**src/hdl/ffa_pkg.sv**
```systemverilog
// shared constants, codes and types of the first-fit allocator
package ffa_pkg;

  localparam int TABLE_DEPTH = 32;
  localparam int QUEUE_DEPTH = 16;
  localparam int REQ_BITS    = 16;

  localparam int TIDX_W = (TABLE_DEPTH > 1) ? $clog2(TABLE_DEPTH) : 1;
  localparam int TCNT_W = $clog2(TABLE_DEPTH + 1);
  localparam int QIDX_W = (QUEUE_DEPTH > 1) ? $clog2(QUEUE_DEPTH) : 1;
  localparam int QCNT_W = $clog2(QUEUE_DEPTH + 1);

  localparam int ADDR_W = 16;
  localparam int LEN_W  = 17;
  localparam int OWN_W  = 16;
  localparam int VAL_W  = 17;
  localparam int CUR_W  = 18;

  localparam logic [LEN_W-1:0] MEM_MAX = 17'h10000;

  typedef enum logic [1:0] {
    OP_ALLOC = 2'd0,
    OP_FREE  = 2'd1,
    OP_TERM  = 2'd2,
    OP_NONE  = 2'd3
  } op_e;

  typedef enum logic [3:0] {
    CMD_NOP,
    CMD_LATCH,
    CMD_ADV,
    CMD_PLACE,
    CMD_REJECT,
    CMD_ENQ,
    CMD_JNEXT,
    CMD_JINC,
    CMD_STATUS,
    CMD_NEXT,
    CMD_TQ,
    CMD_TR,
    CMD_FIN
  } cmd_e;

  typedef enum logic [3:0] {
    ST_IDLE,
    ST_DISPATCH,
    ST_FIT,
    ST_FREE_SCAN,
    ST_FREE_NEXT,
    ST_FREE_Q,
    ST_TERM_Q,
    ST_TERM_R,
    ST_STATUS,
    ST_RETRY,
    ST_FIN
  } state_e;

  typedef struct packed {
    op_e  op;
    logic cnt_zero;
    logic tbl_full;
    logic i_end;
    logic j_end;
    logic gap_ok;
    logic tail_ok;
    logic too_big;
    logic addr_eq;
    logic room_pos;
    logic wfit;
    logic gen_ok;
    logic out_free;
    logic hit;
    logic removed;
  } dp_status_t;

endpackage

```
**src/hdl/ffa_ctrl.sv**
```systemverilog
// controller: sequences the table and queue walks of one request
module ffa_ctrl (
  input  logic                clk_i,
  input  logic                rst_ni,
  input  logic                in_valid_i,
  output logic                in_ready_o,
  input  ffa_pkg::dp_status_t status_i,
  output ffa_pkg::cmd_e       cmd_o
);

  ffa_pkg::state_e state_q, state_d;

  always_ff @(posedge clk_i or negedge rst_ni) begin
    if (!rst_ni) begin
      state_q <= ffa_pkg::ST_IDLE;
    end else begin
      state_q <= state_d;
    end
  end

  always_comb begin
    state_d    = state_q;
    cmd_o      = ffa_pkg::CMD_NOP;
    in_ready_o = 1'b0;
    unique case (state_q)
      ffa_pkg::ST_IDLE: begin
        in_ready_o = 1'b1;
        if (in_valid_i) begin
          cmd_o   = ffa_pkg::CMD_LATCH;
          state_d = ffa_pkg::ST_DISPATCH;
        end
      end
      ffa_pkg::ST_DISPATCH: begin
        unique case (status_i.op)
          ffa_pkg::OP_ALLOC: begin
            if (status_i.cnt_zero && status_i.too_big) begin
              if (status_i.gen_ok) begin
                cmd_o   = ffa_pkg::CMD_REJECT;
                state_d = ffa_pkg::ST_FIN;
              end
            end else begin
              state_d = ffa_pkg::ST_FIT;
            end
          end
          ffa_pkg::OP_FREE: state_d = ffa_pkg::ST_FREE_SCAN;
          ffa_pkg::OP_TERM: state_d = ffa_pkg::ST_TERM_Q;
          default:          state_d = ffa_pkg::ST_STATUS;
        endcase
      end
      ffa_pkg::ST_FIT: begin
        if (!status_i.tbl_full && !status_i.i_end && !status_i.gap_ok) begin
          cmd_o = ffa_pkg::CMD_ADV;
        end else if (!status_i.tbl_full &&
                     (status_i.i_end ? status_i.tail_ok : status_i.gap_ok)) begin
          if (status_i.gen_ok) begin
            cmd_o   = ffa_pkg::CMD_PLACE;
            state_d = (status_i.op == ffa_pkg::OP_ALLOC) ? ffa_pkg::ST_FIN
                                                         : ffa_pkg::ST_RETRY;
          end
        end else if (status_i.op == ffa_pkg::OP_ALLOC) begin
          if (status_i.gen_ok) begin
            cmd_o   = ffa_pkg::CMD_ENQ;
            state_d = ffa_pkg::ST_FIN;
          end
        end else begin
          cmd_o   = ffa_pkg::CMD_JNEXT;
          state_d = ffa_pkg::ST_RETRY;
        end
      end
      ffa_pkg::ST_RETRY: begin
        state_d = status_i.j_end ? ffa_pkg::ST_FIN : ffa_pkg::ST_FIT;
      end
      ffa_pkg::ST_FREE_SCAN: begin
        if (status_i.i_end || status_i.addr_eq) begin
          state_d = ffa_pkg::ST_STATUS;
        end else begin
          cmd_o = ffa_pkg::CMD_ADV;
        end
      end
      ffa_pkg::ST_STATUS: begin
        if (status_i.gen_ok) begin
          cmd_o = ffa_pkg::CMD_STATUS;
          if ((status_i.op == ffa_pkg::OP_FREE) && status_i.hit) begin
            state_d = ffa_pkg::ST_FREE_NEXT;
          end else if ((status_i.op == ffa_pkg::OP_TERM) && status_i.removed) begin
            state_d = ffa_pkg::ST_RETRY;
          end else begin
            state_d = ffa_pkg::ST_FIN;
          end
        end
      end
      ffa_pkg::ST_FREE_NEXT: begin
        cmd_o   = ffa_pkg::CMD_NEXT;
        state_d = ffa_pkg::ST_FREE_Q;
      end
      ffa_pkg::ST_FREE_Q: begin
        if (status_i.j_end || !status_i.room_pos) begin
          state_d = ffa_pkg::ST_FIN;
        end else if (status_i.wfit && !status_i.tbl_full) begin
          if (status_i.gen_ok) begin
            cmd_o = ffa_pkg::CMD_PLACE;
          end
        end else begin
          cmd_o = ffa_pkg::CMD_JINC;
        end
      end
      ffa_pkg::ST_TERM_Q: begin
        if (status_i.j_end) begin
          state_d = ffa_pkg::ST_TERM_R;
        end else begin
          cmd_o = ffa_pkg::CMD_TQ;
        end
      end
      ffa_pkg::ST_TERM_R: begin
        if (status_i.i_end) begin
          state_d = ffa_pkg::ST_STATUS;
        end else begin
          cmd_o = ffa_pkg::CMD_TR;
        end
      end
      ffa_pkg::ST_FIN: begin
        if (status_i.out_free) begin
          cmd_o   = ffa_pkg::CMD_FIN;
          state_d = ffa_pkg::ST_IDLE;
        end
      end
      default: state_d = ffa_pkg::ST_IDLE;
    endcase
  end

endmodule

```
**config.mk**
```make
export PLATFORM = sky130hd
export DESIGN_NAME = ffa_ctrl
export DESIGN_NICKNAME = d
export VERILOG_FILES = /design/src/hdl/ffa_pkg.sv /design/src/hdl/ffa_ctrl.sv
export SDC_FILE = /design/constraint.sdc
export NUM_CORES = 1
export LEC_CHECK = 0
export ABC_AREA = 1
export BUFFER_PORTS_ARGS = -buffer_cell sky130_fd_sc_hd__buf_4
export CAP_MARGIN = 20
export CORE_MARGIN = 1.5
export CORE_UTILIZATION = 46
export CTS_CLUSTER_SIZE = 20
export DETAILED_ROUTE_END_ITERATION = 7
export HOLD_SLACK_MARGIN = 0.02
export PLACE_DENSITY = 0.76
export RECOVER_POWER = 25
export SKIP_CTS_REPAIR_TIMING = 1
export SLEW_MARGIN = 10
export SYNTH_ARGS = -nofsm -noshare
export SYNTH_HDL_FRONTEND = slang
export SYNTH_SLANG_ARGS = --single-unit
```
**constraint.sdc**
```tcl
create_clock -name clk_i -period 1.5 [get_ports clk_i]
set_clock_uncertainty 0.2 [all_clocks]
set_input_delay 0.075 -clock clk_i [delete_from_list [all_inputs] [get_ports clk_i]]
set_output_delay 0.075 -clock clk_i [all_outputs]
set_load 0.03 [all_outputs]
```
==> metrics, run 1 <==
violated checks=setup timing; initial DRC count=40; peak supply drop=921.0 uV; Fin. Hold Viols=0; largest reg by FF count=state_q; most frequent cells in the layout=nand2_1, buf_4, inv_1; Core Footprint=between 0.0015 and 0.002 mm2; Clock transition at path regs=~0.03 ns; most common cell after layout, fill and taps aside=nand2_1; clock root buffer=clkbuf_4; R2R Path End=state_q[0]; Slew HR=85.82%; Top delay family on crit path=flip-flops; final worst path period share=121.2%; Die X-Extent=45.60 um; worst-margin pin slew=0.2127 ns; Leak Pwr=around 0.75 nW; max-slew violations=0; DRC=0; Synth Warn #=0; fin crit period=roughly 1.8 ns; Hold Path Cell Cnt=5; area leader, netlist=nand2_1; wirelength, routed=a little under 3000 um; NetSw=between 1 and 1.5 mW; # clock sinks=4; # nets final=220; final setup margin=-0.3187 ns; type of the worst min-delay path=in2reg; Routed Antenna Nets=0; Fill cells=about 120; pin count of the biggest net entering global routing=9; top post-synthesis cells by area=nand2_1, dfrtp_1, nand3_1; WS Path Type=reg2out; Slowest cell on crit path=dfrtp_2; PortBufs=23; initial antenna violation count=0; syn_area_per_cell=5.639 um2; Synth top area share=around a fifth; MaxCap Viol Count=0; syn nets=about 170; RSZ-0062 raised after global routing=yes; Synth Instances=~150; CP startpoint=state_q[1]; Max clock buf depth=2; crit-path cells=inv_2, nor2_4, nand2_4, a21oi_4, nand3_2, o2111ai_2, buf_6; gpl congestion=0.9149; delay of the slowest critical-path stage=between 0.4 and 0.5 ns; antenna cells=0; WP data arrival=between 1.5 and 2 ns; final setup TNS=-2.095 ns; Seq cells post-synth=4; CP max FO=5; area added between synthesis and finish=61.62%; total CTS buffers=3; vias in the first global route=931; Int Pwr=about 1.1 mW; Max Freq=approximately 550 MHz; RR Startpoint=state_q[1]; routed via count=about 1200; number of flip-flops in the largest register=4; Die Ht=around 46 um; clock share of power=under 10%; Seq/Total Area, Yosys=11.99%; Seq pwr share=approximately an eighth; post-route cell area=about 0.0013 mm2; crit start category=flop; full die area=a little over 0.002 mm2; Worst EP required=1.22 ns; std cell rows=15; biggest regs=state_q x4; Crit. path cell count=7; Vias per Instance=approximately 5.2; synth unique cells=23; Clk Latency, worst-skew pair=~0.23 ns; first-pass GRT wire length=around 3900 um; Routed WL per cell=13.37 um; sw frac=between 50% and 60%; Crit. End Element=output pin; Post-Syn Area=between 800 and 900 um2; htree depth=1; ratio of cells with drive above 1 in the final layout=a little under half; CTS tree=yes; Gate power share=about four fifths; Buffers & Inverters on Critical Path=2; First-pass DRT Iterations=4; pwr/cell area=between 1500 and 2000 mW/mm2; placed inst area=0.001131 mm2; Final setup viols=8; GRT Util Overall=about a quarter; I/O Pins=24; status=finished with violations; flop2flop setup slack=-0.25 ns; worst r2r path cells=9; Remaining Overflow, GRT=0; HPWL after DPL=approximately 2000 um; initial core utilization=48.86%; crit path to=cmd_o[0]
stage by stage:
step	worst slack [ns]	total power, mW	cells	hold WS (ns)	utilization [%]
6_report	-0.3187	2.324	220	0.01509	78.97
5_1_grt	-0.3661	2.460	220	0.04285	78.97
4_1_cts	-0.4041	1.872	210	-0.5717	67.55
3_5_place_dp	-0.1542	1.735	207	-0.3286	66.23
3_3_place_gp	-0.07517	1.716	207	-0.3281	66.23
2_1_floorplan	-0.008959	1.230	148	-0.4206	-
power groups by stage:
stage / clock (mW) / combinational [mW] / sequential [mW]
global placement: 0 / 1.46 / 0.255
floorplan: 0 / 0.987 / 0.244
global route: 0.132 / 2.03 / 0.300
CTS: 0.131 / 1.48 / 0.258
detailed placement: 0 / 1.48 / 0.259
finish: 0.128 / 1.90 / 0.296
worst min-delay path by stage:
stage / startpoint / end / slack (ns)
CTS: rst_ni / state_q[3] / -0.57
floorplan: rst_ni / state_q[0] / -0.42
global placement: rst_ni / state_q[1] / -0.33
global route: status_i[1] / state_q[2] / 0.04
finish: status_i[1] / state_q[2] / 0.02
detailed placement: rst_ni / state_q[2] / -0.33
area by class of cell:
| cell class | instances | area, um2 | area share (%) |
|---|---|---|---|
| repair buffers | 46 | 372.9 | 27.64 |
| inverters | 25 | 93.84 | 6.957 |
| multi-input cells | 117 | 723.2 | 53.62 |
| well taps | 25 | 31.28 | 2.319 |
| flip-flops and latches | 4 | 105.1 | 7.792 |
| clock buffers | 3 | 22.52 | 1.670 |
cells in the mapped netlist (all sizes together):
cell type,n
ha,4
nand4,5
inv,24
o211ai,1
nand3,21
and2,1
o2111ai,1
dfrtp,4
nor2,21
nand2,51
buf,2
nand3b,1
clkinv,1
a21oi,6
o21ai,5
worst min-delay path, stage by stage:
cell,delay (ns)
buf_4,0.08
nand3_1,0.07
nand3_1,0.08
nand2_1,0.05
nand2_1,0.05
logic make-up (layout without fill, tap and decap cells):
family | count (synthesis) | after routing | share of synthesized area, %
simple gates | 100 | 100 | 59.37
buf+inv | 27 | 74 | 13.19
fa+ha+maj | 4 | 4 | 5.997
compound gates | 13 | 13 | 9.446
flops | 4 | 4 | 11.99
routing by layer:
| metal | up-vias | part of all wire (%) | global-route usage (%) |
|---|---|---|---|
| met5 | - | 0 | 0 |
| met4 | 0 | 0.92 | 7.059 |
| met3 | 6 | 6.6 | 2.778 |
| met2 | 56 | 52 | 43.10 |
| met1 | 530 | 40 | 34.05 |
| li1 | 561 | - | - |
Note: power is estimated with default switching activity, not from simulation.
==> run 2, diff against run 1 <==
- ABC_AREA: 1 -> not set
==> run 2 against run 1 <==
The run still ends with setup timing left; via count up 3.6%; combinational power up 23%; worst hold slack gained 0.18 ns; global-route usage grew 3.4 points; sequential cell count is the same; critical path type unchanged; largest power group unchanged.
==> metrics, run 2 <==
HPWL after DPL=approximately 2200 um; final worst path period share=136.4%; Synth Area in Adders=~6.1%; first-pass GRT wire length=between 4000 and 5000 um; R2R Path End=state_q[2]; initial antenna violation count=0; routed via count=approximately 1200; status=finished with violations; Gate power share=83.7%; number of flip-flops in the largest register=4; Clock transition at path regs=0.05 ns; ratio of cells with drive above 1 in the final layout=between 50 and 60%; htree depth=1; RSZ-0062 raised after global routing=yes; Slew HR=between 70% and 80%; main combinational cell family by area after synthesis=compound AO/OA/AOI/OAI gates; pin count of the biggest net entering global routing=12; # nets final=between 150 and 200; CP startpoint=state_q[3]; RR Startpoint=state_q[2]; most frequent cells in the layout=buf_4, buf_6, nand2_1; Synth top area share=~12%; WP data arrival=roughly 1.8 ns; I/O Pins=24; synth cell count leaders=nand2_1, nor2_1, o21ai_0; CP max FO=7; post-layout util=86.89%; total CTS buffers=3; Hold EP=state_q[1]; final setup margin=-0.5466 ns; antenna cells=0; Max Freq=just under 500 MHz; Seq pwr share=between 10 and 15%; Overall Power=~2.8 mW; worst-margin pin slew=between 0.3 and 0.4 ns; post-synthesis compound-gate area fraction=about 33%; Int Pwr=about 1.5 mW; Remaining Overflow, GRT=0; area added between synthesis and finish=79.91%; wirelength, routed=~3800 um; Hold WS=0.1987 ns; syn_area_per_cell=roughly 7.8 um2; sw frac=a little under half; MaxCap Viol Count=0; most common cell after layout, fill and taps aside=buf_4; Worst EP required=around 1.2 ns; vias in the first global route=953; Seq/Total Area, Yosys=between 10 and 15%; CTS tree=yes; Core Footprint=0.001689 mm2; max-slew violations=0; Routed WL per cell=slightly above 20 um; hold path start=status_i[0]; Hold Path Cell Cnt=5; mux share of post-synthesis cell area=under 10%; Clk Latency, worst-skew pair=about 0.24 ns; initial core utilization=between 40% and 50%; fin crit period=between 2 and 2.5 ns; largest reg by FF count=state_q; synth unique cells=between 40 and 50; async set or reset register ratio after synthesis=100.0%; Final setup viols=9; post-synthesis xor/xnor area fraction=0%; Synth Instances=105; initial DRC count=between 80 and 90; PortBufs=23; Leak Pwr=0.6759 nW; # clock sinks=4; Post-Synth Simple-Gate Area=approximately a third; top post-synthesis cells by area=dfrtp_1, ha_1, o21ai_0; most common cell in the netlist=nand2_1; Post-Syn Area=about 800 um2; First-pass DRT Iterations=8; violated checks=setup timing; Vias per Instance=around 6.5; worst r2r path cells=6; full die area=slightly above 0.002 mm2; Fin. Hold Viols=0; Routed Antenna Nets=0; type of the worst min-delay path=in2reg; Main synth FF type=dfrtp_1; pre-CTS setup slack=-0.3306 ns; Seq cells post-synth=4; WS Path Type=reg2out; Die X-Extent=around 45 um; peak supply drop=approximately 1300 uV; Synth Warn #=0; syn nets=128; Die Ht=roughly 45 um; GRT Util Overall=between 20 and 30%; area leader, netlist=dfrtp_1; Max clock buf depth=2; Crit. End Element=output pin; pwr/cell area=between 1500 and 2000 mW/mm2; std cell rows=15; crit start category=flop; Post-synth EDFFs=0; DRC=0; biggest regs=state_q x4; clock root buffer=clkbuf_4; flop2flop setup slack=-0.45 ns; gpl congestion=just under 0.9; clock share of power=slightly above 5%; NetSw=~1.3 mW
-- run 2: cell types whose count changed after synthesis, moves of 3 or more --
cell	delta
nand2_2	-4
mux2i_1	+3
nor2_4	-5
nand3_1	-14
nor2_1	-5
nand2_1	-38
nand4_1	-5
o21ai_0	+4
nor4_1	+5
nand3_2	-4
nand2b_1	+6
inv_1	-16
-- run 2: area by class of cell --
cell class	instances	area (um2)
clock buffers	3	22.52
fillers	92	221.5
inverters	6	22.52
multi-input cells	88	735.7
flip-flops and latches	4	103.9
well taps	17	21.27
repair buffers	67	561.8
-- run 2: worst max-delay path by stage --
stage	endpoint	slack, ns
2_1_floorplan	cmd_o[0]	-0.21
3_3_place_gp	state_q[3]	-0.32
3_5_place_dp	state_q[2]	-0.33
4_1_cts	cmd_o[0]	-0.57
5_1_grt	cmd_o[0]	-0.58
6_report	cmd_o[0]	-0.55
-- run 2: power by group through the flow --
stage | Combinational, mW | Sequential [mW] | Clock, mW
after floorplan | 1.22 | 0.216 | 0
after global placement | 1.68 | 0.266 | 0
after detailed placement | 1.73 | 0.271 | 0
after CTS | 1.74 | 0.271 | 0.134
after global routing | 2.44 | 0.317 | 0.148
final | 2.33 | 0.313 | 0.142
-- run 2: logic make-up after synthesis --
logic type	after synthesis
and+or+nand+nor	45
AOI/OAI and AO/OA	34
buffers and inverters	13
muxes	5
adders and majority gates	4
DFF	4
-- run 2: per-stage QoR --
stage / std cells / setup TNS (ns) / area (um2)
finish: 185 / -3.596 / 1468
global route: 185 / -3.955 / 1468
CTS: 174 / -3.552 / 1257
detailed placement: 171 / -2.287 / 1235
global placement: 171 / -2.100 / 1235
floorplan: 105 / -0.7178 / 872.1
-- run 2: worst max-delay path: stages, from the launching register on --
cell and delay [ns]:
dfrtp_2 0.49, buf_8 0.17, nor3_4 0.24, o311a_1 0.23
o21ai_0 0.10, o211ai_1 0.10, buf_4 0.19
-- run 2: per-layer routing --
metal,track usage (%),wire length (um)
met3,2.000,271
met5,0,0
met4,14.71,235
met1,35.05,1344
met2,50.86,1924
==> run 3, diff against run 2 <==
- CORE_UTILIZATION: 46 -> 50
- PLACE_DENSITY: 0.76 -> 0.79
- clock period: 1.5 -> 2 ns (I/O delays scaled with it)
==> run 3 against run 2 <==
The run now ends clean; combinational power is 52% lower; critical path depth stayed put; sequential cell count is the same; critical path type unchanged; core utilization fell by 17 points; design area decreased by 27%; total power decreased by 49%; sequential share of layout area up 2.5 points.
==> metrics, run 3 (synthesized netlist as in run 2, its figures left out) <==
initial core utilization=between 50% and 60%; Clock transition at path regs=0.03 ns; Hold WS=~0.10 ns; vias in the first global route=872; # clock sinks=4; WS Path Type=reg2out; crit start category=flop; HPWL after DPL=1723 um; Multi-input gate area=roughly 660 um2; Routed WL per cell=14.61 um; full die area=between 0.0015 and 0.002 mm2; Seq pwr share=13.4%; std cell rows=14; initial DRC count=33; antenna cells=0; gpl congestion=0.8718; DRC=0; wirelength, routed=between 2000 and 2500 um; Slew HR=71.94%; clock root buffer=clkbuf_4; fin cells=~150; Crit. End Element=output pin; hold path start=status_i[5]; final worst path period share=a little over nine tenths; NetSw=approximately 0.70 mW; Fin. Hold Viols=0; initial antenna violation count=0; Die Ht=43.39 um; htree depth=1; Vias per Instance=roughly 6.2; pin count of the biggest net entering global routing=12; area added between synthesis and finish=30.98%; I/O Pins=24; Max Freq=approximately 520 MHz; flop2flop setup slack=about 0.15 ns; Final setup viols=0; Max clock buf depth=2; most common cell after layout, fill and taps aside=buf_4; R2R Path End=state_q[3]; Leak Pwr=approximately 0.47 nW; most frequent cells in the layout=buf_4, nand2_1, o21ai_0, nor2_1; Reg area=102.6 um2; Gate power share=about four fifths; CP startpoint=state_q[2]; dpl cells=around 140; Remaining Overflow, GRT=0; # nets final=between 150 and 200; Int Pwr=0.7130 mW; biggest regs=state_q x4; pwr/cell area=1324 mW/mm2; largest reg by FF count=state_q; number of flip-flops in the largest register=4; PortBufs=23; ratio of cells with drive above 1 in the final layout=37.59%; RSZ-0062 raised after global routing=yes; total CTS buffers=3; GRT Util Overall=~26%; RR Startpoint=state_q[1]; CTS tree=yes; peak supply drop=646.6 uV; status=completed; Fill cells=between 100 and 150; routed via count=930; first-pass GRT wire length=~3700 um; sw frac=about half; type of the worst min-delay path=in2reg; CP max FO=7; crit path to=cmd_o[0]; max-slew violations=0; First-pass DRT Iterations=4; fin crit period=about 1.9 ns; Worst EP required=between 1.5 and 2 ns; clock share of power=7.1%; Core Footprint=roughly 0.0015 mm2; Clk Latency, worst-skew pair=0.24 ns; MaxCap Viol Count=0; Routed Antenna Nets=0; worst r2r path cells=5; Die X-Extent=about 43 um; worst-margin pin slew=a little over 0.4 ns; WP data arrival=approximately 1.6 ns
## run 3: power groups by stage
stage | Combinational, mW | Sequential, mW | Clock (mW)
floorplan | 0.822 | 0.156 | 0
global placement | 1.04 | 0.191 | 0
detailed placement | 1.06 | 0.194 | 0
CTS | 1.06 | 0.193 | 0.0997
global route | 1.21 | 0.197 | 0.108
finish | 1.12 | 0.190 | 0.101
## run 3: metal layers
metal  wire length (um)  vias to the layer above  track usage, %
met5                  0                        -               0
met4                 11                        0           8.485
met3                108                        2           2.500
met2               1111                       39           43.88
met1                945                      437           33.59
li1                   -                      452               -
## run 3: worst min path at each step
stage          slack [ns]  depth (start not counted)    endpoint
6_report              0.1                          4  state_q[0]
3_3_place_gp        -0.30                          1  state_q[0]
5_1_grt               0.1                          4  state_q[0]
3_5_place_dp        -0.30                          1  state_q[2]
2_1_floorplan       -0.40                          0  state_q[0]
4_1_cts             -0.55                          1  state_q[1]
## run 3: through the flow
step                setup TNS (ns)  util, %  instance area, um2  worst slack [ns]  power, mW
floorplan                        0        -               823.3           0.07860     0.9778
global placement                 0    65.76                1002            0.1740      1.227
detailed placement               0    65.76                1002            0.1197      1.256
CTS                        -0.1203    67.24                1025          -0.07437      1.357
global route              -0.02335    70.11                1069          -0.02335      1.519
finish                           0    70.11                1069           0.06141      1.415
## run 3: cell type report
type                       instances  share of cell area (%)
tap                               16                   1.874
clock buffer                       3                   2.108
multi-input combinational         88                   61.36
timing repair buffer              32                   22.95
sequential                         4                   9.602
inverter                           6                   2.108
## run 3: critical path: stages, from the launching register on
cell	delay, ns
dfrtp_2	0.44
buf_4	0.18
nor3_4	0.21
o311a_1	0.19
o21ai_0	0.09
o211ai_1	0.12
buf_4	0.19
